<file path="src/rtl/core/rtt_pkg.sv">
// rtt_pkg: types, constants and codes shared by the retransmit timer table
// covers the transfer structs, table entry layout, operation and status codes
// no dependencies

package rtt_pkg;

  // table geometry
  localparam int unsigned TABLE_DEPTH = 16;
  localparam int unsigned IDX_W       = (TABLE_DEPTH > 1) ? $clog2(TABLE_DEPTH) : 1;

  // configuration port geometry
  localparam int unsigned PADDR_W = 3;
  localparam int unsigned PDATA_W = 32;

  // register indexes (address bit 2)
  localparam logic [0:0] REG_MAX_SENDS  = 1'b0;
  localparam logic [0:0] REG_WAIT_TICKS = 1'b1;

  // register reset values
  localparam logic [7:0]  MAX_SENDS_RST  = 8'd3;
  localparam logic [15:0] WAIT_TICKS_RST = 16'd10;

  // saturation limits
  localparam logic [7:0]  SEND_MAX = 8'hFF;
  localparam logic [15:0] WAIT_MAX = 16'hFFFF;

  typedef enum logic [1:0] {
    FUNC_INSERT = 2'd0,
    FUNC_DELETE = 2'd1,
    FUNC_LOOKUP = 2'd2,
    FUNC_TICK   = 2'd3
  } func_e;

  typedef enum logic [2:0] {
    ST_OK          = 3'd0,
    ST_NOT_FOUND   = 3'd1,
    ST_PRESENT     = 3'd2,
    ST_FULL        = 3'd3,
    ST_RETRY_LIMIT = 3'd4
  } status_e;

  typedef enum logic [1:0] {
    S_IDLE,
    S_SCAN,
    S_DONE
  } state_e;

  typedef struct packed {
    func_e       func;
    logic [15:0] cmd;
    logic [31:0] server_time;
    logic [31:0] packet_index;
    logic [7:0]  frame_handle;
  } in_item_t;

  typedef struct packed {
    logic        resend;
    logic [15:0] cmd_out;
    logic [31:0] time_out;
    logic [31:0] index_out;
    logic [7:0]  handle_out;
    status_e     status;
    logic        last;
  } out_item_t;

  typedef struct packed {
    logic [7:0]  max_sends;
    logic [15:0] wait_ticks;
  } cfg_t;

  // one table slot as seen on the read port
  typedef struct packed {
    logic        valid;
    logic [15:0] cmd;
    logic [31:0] server_time;
    logic [31:0] packet_index;
    logic [7:0]  handle;
    logic [7:0]  send_count;
    logic [15:0] wait_count;
  } entry_t;

  // write port: valid bit, key and handle, counts, each with its own enable
  typedef struct packed {
    logic             valid_we;
    logic             key_we;
    logic             cnt_we;
    logic [IDX_W-1:0] idx;
    entry_t           data;
  } wr_t;

endpackage

</file>
<file path="src/rtl/core/rtt_cfg_regs.sv">
// rtt_cfg_regs: apb-style register file for the retry and wait limits
// depends on rtt_pkg for the port geometry, register indexes and cfg_t

module rtt_cfg_regs (
  input  logic                         clk_i,
  input  logic                         rst_ni,
  input  logic                         psel,
  input  logic                         penable,
  input  logic                         pwrite,
  input  logic [rtt_pkg::PADDR_W-1:0]  paddr,
  input  logic [rtt_pkg::PDATA_W-1:0]  pwdata,
  output logic [rtt_pkg::PDATA_W-1:0]  prdata,
  output logic                         pready,
  output rtt_pkg::cfg_t                cfg_o
);

  rtt_pkg::cfg_t cfg_q, cfg_d;
  logic          wr_en;

  assign pready = 1'b1;
  assign wr_en  = psel & penable & pwrite;

  // register write decode
  always_comb begin
    cfg_d = cfg_q;
    if (wr_en) begin
      unique case (paddr[2:2])
        rtt_pkg::REG_MAX_SENDS:  cfg_d.max_sends  = pwdata[7:0];
        rtt_pkg::REG_WAIT_TICKS: cfg_d.wait_ticks = pwdata[15:0];
        default: cfg_d = cfg_q;
      endcase
    end
  end

  always_ff @(posedge clk_i or negedge rst_ni) begin
    if (!rst_ni) begin
      cfg_q.max_sends  <= rtt_pkg::MAX_SENDS_RST;
      cfg_q.wait_ticks <= rtt_pkg::WAIT_TICKS_RST;
    end else begin
      cfg_q <= cfg_d;
    end
  end

  // read back
  always_comb begin
    unique case (paddr[2:2])
      rtt_pkg::REG_MAX_SENDS:  prdata = {{(rtt_pkg::PDATA_W-8){1'b0}}, cfg_q.max_sends};
      rtt_pkg::REG_WAIT_TICKS: prdata = {{(rtt_pkg::PDATA_W-16){1'b0}}, cfg_q.wait_ticks};
      default: prdata = '0;
    endcase
  end

  assign cfg_o = cfg_q;

endmodule

</file>
<file path="src/rtl/core/rtt_store.sv">
// rtt_store: slot storage of the table, one read and one write port
// depends on rtt_pkg for the entry layout and write port struct

module rtt_store (
  input  logic                      clk_i,
  input  logic                      rst_ni,
  input  logic [rtt_pkg::IDX_W-1:0] rd_idx_i,
  output rtt_pkg::entry_t           rd_o,
  input  rtt_pkg::wr_t              wr_i
);

  logic [rtt_pkg::TABLE_DEPTH-1:0] valid_q;
  logic [15:0] cmd_q    [rtt_pkg::TABLE_DEPTH];
  logic [31:0] time_q   [rtt_pkg::TABLE_DEPTH];
  logic [31:0] index_q  [rtt_pkg::TABLE_DEPTH];
  logic [7:0]  handle_q [rtt_pkg::TABLE_DEPTH];
  logic [7:0]  send_q   [rtt_pkg::TABLE_DEPTH];
  logic [15:0] wait_q   [rtt_pkg::TABLE_DEPTH];

  // valid bits, cleared by reset
  always_ff @(posedge clk_i or negedge rst_ni) begin
    if (!rst_ni) begin
      valid_q <= '0;
    end else if (wr_i.valid_we) begin
      valid_q[wr_i.idx] <= wr_i.data.valid;
    end
  end

  // key, handle and counts, meaningful only under a set valid bit
  always_ff @(posedge clk_i) begin
    if (wr_i.key_we) begin
      cmd_q[wr_i.idx]    <= wr_i.data.cmd;
      time_q[wr_i.idx]   <= wr_i.data.server_time;
      index_q[wr_i.idx]  <= wr_i.data.packet_index;
      handle_q[wr_i.idx] <= wr_i.data.handle;
    end
    if (wr_i.cnt_we) begin
      send_q[wr_i.idx] <= wr_i.data.send_count;
      wait_q[wr_i.idx] <= wr_i.data.wait_count;
    end
  end

  // slot read at the scan position
  always_comb begin
    rd_o.valid        = valid_q[rd_idx_i];
    rd_o.cmd          = cmd_q[rd_idx_i];
    rd_o.server_time  = time_q[rd_idx_i];
    rd_o.packet_index = index_q[rd_idx_i];
    rd_o.handle       = handle_q[rd_idx_i];
    rd_o.send_count   = send_q[rd_idx_i];
    rd_o.wait_count   = wait_q[rd_idx_i];
  end

endmodule

</file>
<file path="src/rtl/core/rtt_ctrl.sv">
// rtt_ctrl: sequencer that walks the slots through one shared compare unit
// depends on rtt_pkg; drives the store ports and the output register

module rtt_ctrl (
  input  logic                      clk_i,
  input  logic                      rst_ni,
  input  rtt_pkg::cfg_t             cfg_i,
  input  logic                      in_valid_i,
  output logic                      in_ready_o,
  input  rtt_pkg::in_item_t         in_item_i,
  output logic                      out_valid_o,
  input  logic                      out_ready_i,
  output rtt_pkg::out_item_t        out_item_o,
  output logic [rtt_pkg::IDX_W-1:0] rd_idx_o,
  input  rtt_pkg::entry_t           rd_i,
  output rtt_pkg::wr_t              wr_o
);

  rtt_pkg::state_e            state_q, state_d;
  rtt_pkg::in_item_t          item_q, item_d;
  logic [rtt_pkg::IDX_W-1:0]  idx_q, idx_d;
  logic                       found_q, found_d;
  logic                       free_found_q, free_found_d;
  logic [rtt_pkg::IDX_W-1:0]  free_idx_q, free_idx_d;
  rtt_pkg::out_item_t         res_q, res_d;
  rtt_pkg::out_item_t         out_q, out_d;
  logic                       out_valid_q, out_valid_d;

  logic key_hit, last_slot, over_send, over_wait, out_free;
  logic tick_stall, scan_stop, found_all, free_all;
  logic [rtt_pkg::IDX_W-1:0] ins_idx;

  // shared compare unit on the slot under the scan pointer
  assign key_hit   = rd_i.valid && (rd_i.cmd == item_q.cmd) &&
                     (rd_i.server_time == item_q.server_time) &&
                     (rd_i.packet_index == item_q.packet_index);
  assign over_send = rd_i.send_count > cfg_i.max_sends;
  assign over_wait = rd_i.wait_count > cfg_i.wait_ticks;
  assign last_slot = idx_q == rtt_pkg::IDX_W'(rtt_pkg::TABLE_DEPTH - 1);
  assign out_free  = !out_valid_q || out_ready_i;

  // insert outcome over the whole walk, this slot included
  assign found_all = found_q || key_hit;
  assign free_all  = free_found_q || !rd_i.valid;
  assign ins_idx   = free_found_q ? free_idx_q : idx_q;

  // a resend waits while the output register is still occupied
  assign tick_stall = (state_q == rtt_pkg::S_SCAN) && (item_q.func == rtt_pkg::FUNC_TICK) &&
                      rd_i.valid && !over_send && over_wait && !out_free;

  // walk ends on this cycle
  always_comb begin
    scan_stop = 1'b0;
    if (state_q == rtt_pkg::S_SCAN) begin
      unique case (item_q.func)
        rtt_pkg::FUNC_INSERT: scan_stop = last_slot;
        rtt_pkg::FUNC_DELETE,
        rtt_pkg::FUNC_LOOKUP: scan_stop = key_hit || last_slot;
        rtt_pkg::FUNC_TICK:   scan_stop = (rd_i.valid && over_send) ||
                                          (last_slot && !tick_stall);
        default:              scan_stop = 1'b0;
      endcase
    end
  end

  // next state
  always_comb begin
    state_d = state_q;
    unique case (state_q)
      rtt_pkg::S_IDLE: if (in_valid_i) state_d = rtt_pkg::S_SCAN;
      rtt_pkg::S_SCAN: if (scan_stop)  state_d = rtt_pkg::S_DONE;
      rtt_pkg::S_DONE: if (out_free)   state_d = rtt_pkg::S_IDLE;
      default:         state_d = rtt_pkg::S_IDLE;
    endcase
  end

  // datapath, store writes and result loading
  always_comb begin
    item_d       = item_q;
    idx_d        = idx_q;
    found_d      = found_q;
    free_found_d = free_found_q;
    free_idx_d   = free_idx_q;
    res_d        = res_q;
    out_d        = out_q;
    out_valid_d  = out_valid_q && !out_ready_i;
    wr_o         = '0;
    wr_o.idx     = idx_q;

    unique case (state_q)
      rtt_pkg::S_IDLE: begin
        if (in_valid_i) begin
          item_d       = in_item_i;
          idx_d        = '0;
          found_d      = 1'b0;
          free_found_d = 1'b0;
          free_idx_d   = '0;
        end
      end

      rtt_pkg::S_SCAN: begin
        if (!tick_stall) idx_d = idx_q + 1'b1;
        unique case (item_q.func)
          rtt_pkg::FUNC_INSERT: begin
            if (key_hit) found_d = 1'b1;
            if (!rd_i.valid && !free_found_q) begin
              free_found_d = 1'b1;
              free_idx_d   = idx_q;
            end
            if (last_slot) begin
              res_d      = '0;
              res_d.last = 1'b1;
              if (found_all) begin
                res_d.status = rtt_pkg::ST_PRESENT;
              end else if (free_all) begin
                res_d.status           = rtt_pkg::ST_OK;
                wr_o.valid_we          = 1'b1;
                wr_o.key_we            = 1'b1;
                wr_o.cnt_we            = 1'b1;
                wr_o.idx               = ins_idx;
                wr_o.data.valid        = 1'b1;
                wr_o.data.cmd          = item_q.cmd;
                wr_o.data.server_time  = item_q.server_time;
                wr_o.data.packet_index = item_q.packet_index;
                wr_o.data.handle       = item_q.frame_handle;
                wr_o.data.send_count   = '0;
                wr_o.data.wait_count   = '0;
              end else begin
                res_d.status = rtt_pkg::ST_FULL;
              end
            end
          end

          rtt_pkg::FUNC_DELETE,
          rtt_pkg::FUNC_LOOKUP: begin
            if (key_hit || last_slot) begin
              res_d        = '0;
              res_d.last   = 1'b1;
              res_d.status = key_hit ? rtt_pkg::ST_OK : rtt_pkg::ST_NOT_FOUND;
            end
            if (key_hit) begin
              if (item_q.func == rtt_pkg::FUNC_DELETE) begin
                wr_o.valid_we   = 1'b1;
                wr_o.data.valid = 1'b0;
              end else begin
                res_d.handle_out = rd_i.handle;
              end
            end
          end

          rtt_pkg::FUNC_TICK: begin
            // normal end of the walk
            if (last_slot) begin
              res_d      = '0;
              res_d.last = 1'b1;
            end
            if (rd_i.valid) begin
              if (over_send) begin
                // retry limit stops the walk at this entry
                res_d            = '0;
                res_d.cmd_out    = rd_i.cmd;
                res_d.time_out   = rd_i.server_time;
                res_d.index_out  = rd_i.packet_index;
                res_d.handle_out = rd_i.handle;
                res_d.status     = rtt_pkg::ST_RETRY_LIMIT;
                res_d.last       = 1'b1;
              end else if (over_wait) begin
                if (out_free) begin
                  wr_o.cnt_we          = 1'b1;
                  wr_o.data.wait_count = '0;
                  wr_o.data.send_count = (rd_i.send_count == rtt_pkg::SEND_MAX) ?
                                         rtt_pkg::SEND_MAX : rd_i.send_count + 1'b1;
                  out_d            = '0;
                  out_d.resend     = 1'b1;
                  out_d.cmd_out    = rd_i.cmd;
                  out_d.time_out   = rd_i.server_time;
                  out_d.index_out  = rd_i.packet_index;
                  out_d.handle_out = rd_i.handle;
                  out_d.status     = rtt_pkg::ST_OK;
                  out_valid_d      = 1'b1;
                end
              end else begin
                wr_o.cnt_we          = 1'b1;
                wr_o.data.send_count = rd_i.send_count;
                wr_o.data.wait_count = (rd_i.wait_count == rtt_pkg::WAIT_MAX) ?
                                       rtt_pkg::WAIT_MAX : rd_i.wait_count + 1'b1;
              end
            end
          end

          default: ;
        endcase
      end

      rtt_pkg::S_DONE: begin
        if (out_free) begin
          out_d       = res_q;
          out_valid_d = 1'b1;
        end
      end

      default: ;
    endcase
  end

  // control registers
  always_ff @(posedge clk_i or negedge rst_ni) begin
    if (!rst_ni) begin
      state_q      <= rtt_pkg::S_IDLE;
      out_valid_q  <= 1'b0;
      idx_q        <= '0;
      found_q      <= 1'b0;
      free_found_q <= 1'b0;
    end else begin
      state_q      <= state_d;
      out_valid_q  <= out_valid_d;
      idx_q        <= idx_d;
      found_q      <= found_d;
      free_found_q <= free_found_d;
    end
  end

  // payload registers
  always_ff @(posedge clk_i) begin
    item_q     <= item_d;
    free_idx_q <= free_idx_d;
    res_q      <= res_d;
    out_q      <= out_d;
  end

  assign in_ready_o  = state_q == rtt_pkg::S_IDLE;
  assign rd_idx_o    = idx_q;
  assign out_valid_o = out_valid_q;
  assign out_item_o  = out_q;

endmodule

</file>
<file path="src/rtl/core/retransmit_timer_table.sv">
// retransmit_timer_table: top level of the retransmission timer table
// depends on rtt_pkg, rtt_cfg_regs, rtt_store and rtt_ctrl
//
// Usage: an input transfer (in_valid_i/in_ready_o, in_item_i) carries one
// operation: insert, delete, lookup or tick. Results leave on the output
// channel (out_valid_o/out_ready_i, out_item_o); the last result of an
// operation has last set. Insert, delete and lookup give one result, a tick
// gives one result per resent entry and then a closing one.
// Flow: the operation is accepted, then the slots are walked, one slot a cycle
// while no resend waits for the output register, through a single key and
// count compare unit. Insert walks every slot, delete and lookup stop at the
// matching slot, and a tick walks every slot unless the retry limit stops it
// early. in_ready_o is high only between operations, so a new operation is
// not accepted before the walk of the last one has finished.
// The output register holds a finished result, so the next operation is
// accepted while it waits; a stalled receiver freezes the tick walk at a
// slot that is due for resend until the output register frees up.
// Reset clears every valid bit at once and restores the register defaults
// (max_sends 3, wait_ticks 10); no clearing pass is needed.
// Registers: max_sends at address 0, wait_ticks at address 4; write them
// only while no operation is in progress.

module retransmit_timer_table (
  input  logic                         clk_i,
  input  logic                         rst_ni,
  input  logic                         in_valid_i,
  output logic                         in_ready_o,
  input  rtt_pkg::in_item_t            in_item_i,
  output logic                         out_valid_o,
  input  logic                         out_ready_i,
  output rtt_pkg::out_item_t           out_item_o,
  input  logic                         psel,
  input  logic                         penable,
  input  logic                         pwrite,
  input  logic [rtt_pkg::PADDR_W-1:0]  paddr,
  input  logic [rtt_pkg::PDATA_W-1:0]  pwdata,
  output logic [rtt_pkg::PDATA_W-1:0]  prdata,
  output logic                         pready
);

  rtt_pkg::cfg_t             cfg;
  rtt_pkg::entry_t           rd_entry;
  rtt_pkg::wr_t              wr;
  logic [rtt_pkg::IDX_W-1:0] rd_idx;

  // configuration registers
  rtt_cfg_regs u_cfg (
    .clk_i   (clk_i),
    .rst_ni  (rst_ni),
    .psel    (psel),
    .penable (penable),
    .pwrite  (pwrite),
    .paddr   (paddr),
    .pwdata  (pwdata),
    .prdata  (prdata),
    .pready  (pready),
    .cfg_o   (cfg)
  );

  // slot storage
  rtt_store u_store (
    .clk_i    (clk_i),
    .rst_ni   (rst_ni),
    .rd_idx_i (rd_idx),
    .rd_o     (rd_entry),
    .wr_i     (wr)
  );

  // sequencer and compare unit
  rtt_ctrl u_ctrl (
    .clk_i       (clk_i),
    .rst_ni      (rst_ni),
    .cfg_i       (cfg),
    .in_valid_i  (in_valid_i),
    .in_ready_o  (in_ready_o),
    .in_item_i   (in_item_i),
    .out_valid_o (out_valid_o),
    .out_ready_i (out_ready_i),
    .out_item_o  (out_item_o),
    .rd_idx_o    (rd_idx),
    .rd_i        (rd_entry),
    .wr_o        (wr)
  );

endmodule

</file>
<file path="config.mk">
export PLATFORM = sky130hd
export DESIGN_NAME = retransmit_timer_table
export DESIGN_NICKNAME = d
export VERILOG_FILES = /design/src/rtl/core/rtt_pkg.sv /design/src/rtl/core/rtt_cfg_regs.sv /design/src/rtl/core/rtt_store.sv /design/src/rtl/core/rtt_ctrl.sv /design/src/rtl/core/retransmit_timer_table.sv
export SDC_FILE = /design/constraint.sdc
export NUM_CORES = 2
export LEC_CHECK = 0
export ABC_CLOCK_PERIOD_IN_PS = 10140
export BUFFER_PORTS_ARGS = -buffer_cell sky130_fd_sc_hd__buf_2
export CAP_MARGIN = 20
export CORE_ASPECT_RATIO = 1.75
export CORE_MARGIN = 2
export CORE_UTILIZATION = 55
export CTS_CLUSTER_SIZE = 8
export DETAILED_ROUTE_END_ITERATION = 6
export GPL_TIMING_DRIVEN = 0
export PLACE_DENSITY_LB_ADDON = 0.1
export SLEW_MARGIN = 0
export SYNTH_ARGS = -nofsm -noshare
export SYNTH_HDL_FRONTEND = slang
export SYNTH_HIERARCHICAL = 1
export SYNTH_SLANG_ARGS = --single-unit
</file>
<file path="constraint.sdc">
create_clock -name clk_i -period 10.14 [get_ports clk_i]
set_input_delay 1.521 -clock clk_i [delete_from_list [all_inputs] [get_ports clk_i]]
set_output_delay 1.521 -clock clk_i [all_outputs]
set_load 0.02 [all_outputs]
</file>
======== Yosys cells after proc, flatten, opt, wreduce, memory -nomap -nowiden ========
Memory sizes are Yosys's and may differ from the RTL's.
Index checks and enable logic that the tools add are counted.
operators by class
  $lt $le $gt $ge ......................... 5
  $mul .................................... 0
  div/mod/pow operators ................... 0
  equality and inequality tests ........... 25
  bitwise logic cells ..................... 3
  reduce and logical (&&, ||, !) cells .... 40
  add/subtract/negate cells ............... 3
  shift-type cells ........................ 0
  multiplexer cells ....................... 77
operators by type and width
  cell                   number
  $mux 93                11
  $mux 120               4
  $pmux 93 s3            1
  $pmux 93 s2            1
  $mux 24                4
  $mux 88                1
  $eq 32x32->1           2
  $pmux 32 s2            1
  $pmux 24 s2            1
  $mux 1                 26
  $mux 4                 6
  $mux 8                 3
  $add 16x1->16 const B  1
  $bwmux 16              1
  $eq 16x16->1           1
  $eq 16x16->1 const B   1
  $gt 16x16->1           1
  $mux 16                1
  $ne 2x1->1 const B     8
  $pmux 4 s2             2
  $logic_and 1x1->1      13
  $ne 2x2->1 const B     6
  $lt 4x5->1 const B     2
  $pmux 1 s2             5
  25 further kinds       50
storage, ports and cells
  bits of input ports ..................... 132
  memory bits (writable) .................. 1,792
  memories ................................ 6
  ROM bits ................................ 0
  bits in registers ....................... 329
  latch bits .............................. 0
  logic and storage cells ................. 187
  output and inout port bits .............. 128
memory list
  memory            depth  bits a word  rd ports  clocked after Yosys merged registers in  write ports  line             RTL
  u_store.index_q   16     32           1         0                                        1            rtt_store.sv:15  logic [31:0] index_q [rtt_pkg::TABLE_DEPTH];
  u_store.time_q    16     32           1         0                                        1            rtt_store.sv:14  logic [31:0] time_q [rtt_pkg::TABLE_DEPTH];
  u_store.cmd_q     16     16           1         0                                        1            rtt_store.sv:13  logic [15:0] cmd_q [rtt_pkg::TABLE_DEPTH];
  u_store.wait_q    16     16           1         0                                        1            rtt_store.sv:18  logic [15:0] wait_q [rtt_pkg::TABLE_DEPTH];
  u_store.handle_q  16     8            1         0                                        1            rtt_store.sv:16  logic [7:0] handle_q [rtt_pkg::TABLE_DEPTH];
  u_store.send_q    16     8            1         0                                        1            rtt_store.sv:17  logic [7:0] send_q [rtt_pkg::TABLE_DEPTH];

======== Longest topological paths before layout ========
  depth after elaboration ................. 15
  gate-level depth with buffers ........... 19
  mapped depth without buffers ............ 14

======== Cells and area by module ========
The synthesis kept the hierarchy.
by module, submodules not included
  module        cells an instance  instances  sequential area each (um^2)  area each (um^2)
  rtt_store     2,844              1          54,212.0                     67,843.8
  rtt_ctrl      1,113              1          8,633.3                      14,475.1
  rtt_cfg_regs  88                 1          605.6                        1,257.5

======== Least setup slack after synthesis ========
OpenSTA, ideal clock, no wires.
  path type ............................... register to register
  start point ............................. reg u_ctrl.idx_q (netlist bit u_ctrl/rd_idx_o[0])
  end point ............................... reg u_ctrl/res_q[0] (netlist name) (enable)
  clock period less this slack ............ 9,800 ps
  path buffers ............................ 3
  setup time .............................. 658 ps
  arrival time ............................ 9,142 ps
  data required time ...................... 9,482 ps
  slack ................................... 340 ps
  stages on the path, launching flop included .. 14
  cells stage by stage .................... dfrtp_1 > clkbuf_1 > buf_2 > mux4_2 > a22oi_1 > nand2_1 > nor2b_1 > a2111oi_1 > nand4b_1 > nor4bb_1 > and4bb_1 > buf_4 > nor2_1 > a21boi_0
RTL lines
  item                    line             RTL
  from (decl)             rtt_ctrl.sv:21   logic [rtt_pkg::IDX_W-1:0] idx_q, idx_d;
  from (signal assigned)  rtt_ctrl.sv:217  idx_q <= idx_d;
  to (signal assigned)    rtt_ctrl.sv:227  res_q <= res_d;
  to (decl)               rtt_ctrl.sv:25   rtt_pkg::out_item_t res_q, res_d;

==> out/metrics.yaml <==
status: "finished clean"
grt_antenna_before_repair: 7
hold_viol: 0
hp-start: "u_store/valid_q[6]"
hp-class: "reg -> reg"
area_growth_pct: 17.3
num_vias: 44400
cp-end-kind: "flip-flop"
drtPass1Iterations: 6
syn_area_per_cell_sq_um: 20.7
syn_area_sq_um: 83600
crit_fanout: 20
synth-seq-cells: 2121
yosysSeqAreaShare: 0.759
critPathMaxStageDelay_ps: 790
maxCapViolations: 0
grt_util_all_layers: 0.309
internal_power_w: 0.0168
finalSetupTns_ps: 0
synth_cell_type_count: 72
dieWidth_um: 299
yosysTopAreaCell: "edfxtp_1"
startpoint_type: "flip-flop"
num_rows: 189
clk_latency_ps: 830
path_clk_slew_ps: 50
swShare: 0.292
fmax_ghz: 0.116
synth_commonest_cells: "2072 x edfxtp_1, 452 x mux4_2, 228 x a22oi_1"
synth_edf_count: 2072
power.share.combinational: 0.200
dp_hpwl_um: 157000
rr_worst_depth: 20
cts_root_buf: "clkbuf_16"
syn_inst: 4045
wl_um: 238000
async_reset_ff_frac: 0.0231
power.density_nw_per_um2: 242
fin_crit_ps: 8650
power_switching_w: 0.00693
port_buffers: 223
layout-drive-gt1-share: 0.297
drc: 0
p_leak_nw: 33.2
period_share: 0.853
gp_congestion: 0.928
path_class: "reg -> reg"
cp-startpoint: "u_ctrl/rd_idx_o[1]"
postRouteAntennaNets: 0
reg2reg_to: "u_store/index_q[2][19]"
ctsLongestPathBuffers: 4
total_power_w: 0.0237
drtIter0Drc: 5399
io_pins: 260
fp.coreArea_sq_um: 151000
synth_top_flop_cell: "edfxtp_1"
seqPwrFrac: 0.421
grt-ovfl-total: 0
cp-endpoint: "u_store/index_q[2][19]"
setup_violations: 0
ys_warn_count: 6
cts_resized: 0
grt_pass1_wl_um: 335000
post_cts_buffers: 0
slew_headroom: 0.223
rsz0062_at_grt: "false"
die_area_sq_um: 155000
cpMostUsedCell: "buf_12"
grt_start_max_net_pins: 70
start_util: 0.553
finalMaxSlewViolations: 0
finClkSkew_ps: 44.0
clkSinkCount: 2121
synthTopCellsByArea: "edfxtp_1 74%, mux4_2 12%, a22oi_1 2.0%"
p_clk_frac: 0.379
fp.dieH_um: 520
cts-buffers-inserted: 307
wl_per_cell_um: 35.2
grt_pass1_vias: 45900
ir_worst_vdd_v: 0.000179
synth_top_area_share: 0.744
yosysMostFrequentCell: "edfxtp_1"
worst_ep_arrival_time_ps: 9140
tritoncts: "done"
h-tree-depth: 5
cts_hold_buf: 0
viasPerCell: 6.57
r2r_start: "u_ctrl/rd_idx_o[1]"
nNetsFinal: 4871
worstPathCellList: "buf_2, buf_2, buf_1, mux4_2, a22oi_1, nand2_1, xnor2_1, nand2_1, or3b_1, nand4b_1, and4bb_1, buf_4, or4_1, mux2_2, nand2b_1, clkbuf_1, nor2_4, buf_12, buf_12, buf_12"
required_ps: 10630
tightest_slew_ps: 1170
slowest_stage: "nor2_4"
rrSetupSlack_ps: 1490
-- metal layers --
layer / GRT usage / routed length (um)
met2: 0.515 / 120000
met3: 0.0607 / 20300
met4: 0.150 / 12200
met1: 0.390 / 85900
met5: 0 / 26
-- sequential cells by signal (all words and copies together) (netlist names) --
register	cells
u_cfg/cfg_o	24
u_ctrl/out_item_o	93
u_ctrl/found_q	1
u_store/wait_q	256
u_ctrl/free_idx_q	4
u_ctrl/item_q	90
u_store/send_q	128
u_ctrl/state_q	2
u_store/cmd_q	256
u_ctrl/out_valid_o	1
u_ctrl/rd_idx_o	4
u_ctrl/free_found_q	1
u_store/valid_q	16
u_ctrl/res_q	93
u_store/handle_q	128
u_store/time_q	512
u_store/index_q	512
-- how the worst min path moves through the flow --
stage,end,slack (ps),cells past startpoint
floorplan,u_store/valid_q[3],470,1
global placement,u_store/valid_q[14],480,1
detailed placement,u_store/valid_q[6],490,1
CTS,u_store/valid_q[6],510,1
global route,u_store/valid_q[7],520,1
finish,u_store/valid_q[6],500,1
-- power groups by stage --
stage | logic, W | clock network (W) | registers (W)
floorplan | 0.00269 | 0 | 0.0101
global placement | 0.00459 | 0 | 0.0102
detailed placement | 0.00469 | 0 | 0.0101
CTS | 0.00472 | 0.00909 | 0.00998
global route | 0.00493 | 0.00944 | 0.00999
finish | 0.00473 | 0.00898 | 0.00998
-- critical path: cells and delay by family (launching register included) --
family,cells,cell delay (ps)
buffers and inverters,8,3360
and+or+nand+nor,8,2670
muxes,2,830
xor gates and xnor gates,1,740
DFF,1,450
AOI/OAI and AO/OA,1,200
-- stage by stage --
stage	setup slack (ps)	util	instances	hold WS, ps	instance area (sq um)
after detailed placement	1540	0.594	6395	495	89700
after CTS	1520	0.648	6759	506	98000
after global placement	-9420	0.577	6288	485	87300
after global routing	1280	0.649	6767	522	98000
final	1490	0.649	6768	505	98000
after floorplan	340	-	4060	474	83600
-- cell usage in the layout, fill, tap and decap left out, types with 31 or more instances in the layout --
cell | synthesis | routed
inv_1 | 49 | 48
a22o_1 | 81 | 81
dfrtp_1 | 45 | 45
nand3_1 | 33 | 33
mux2_2 | 123 | 123
buf_4 | 29 | 39
nor2_1 | 74 | 39
mux4_2 | 452 | 452
a22oi_1 | 228 | 228
xor2_1 | 61 | 61
a21oi_1 | 43 | 43
and2_1 | 105 | 105
nor2b_1 | 31 | 31
nand2_1 | 164 | 164
buf_2 | 41 | 266
buf_12 | 0 | 80
nor2_4 | 0 | 33
edfxtp_1 | 2072 | 2072
clkbuf_1 | 107 | 134
ha_1 | 33 | 33
clkbuf_16 | 0 | 311
-- final cells by class --
| type | instances | area [sq um] |
|---|---|---|
| antenna | 2 | 5.00 |
| sequential | 2121 | 63500 |
| multi-input combinational | 1658 | 19000 |
| inverter | 50 | 195 |
| buffer | 231 | 1250 |
| fill | 10000 | 53100 |
| clock inverter | 21 | 328 |
| tap | 2005 | 2510 |
| timing repair buffer | 337 | 3360 |
| clock buffer | 343 | 7900 |
-- kinds of logic (layout without fill, tap and decap cells) --
family | count (synthesis) | count (layout) | synth area share
other | 2 | 19 | 0.0000899
adders and majority gates | 33 | 33 | 0.00494
muxes | 586 | 586 | 0.140
AOI/OAI and AO/OA | 430 | 430 | 0.0384
and+or+nand+nor | 516 | 516 | 0.0319
buffers and inverters | 281 | 982 | 0.0172
DFF | 2121 | 2121 | 0.759
xor gates and xnor gates | 76 | 76 | 0.00796
Note: power is estimated with default switching activity, not from simulation.
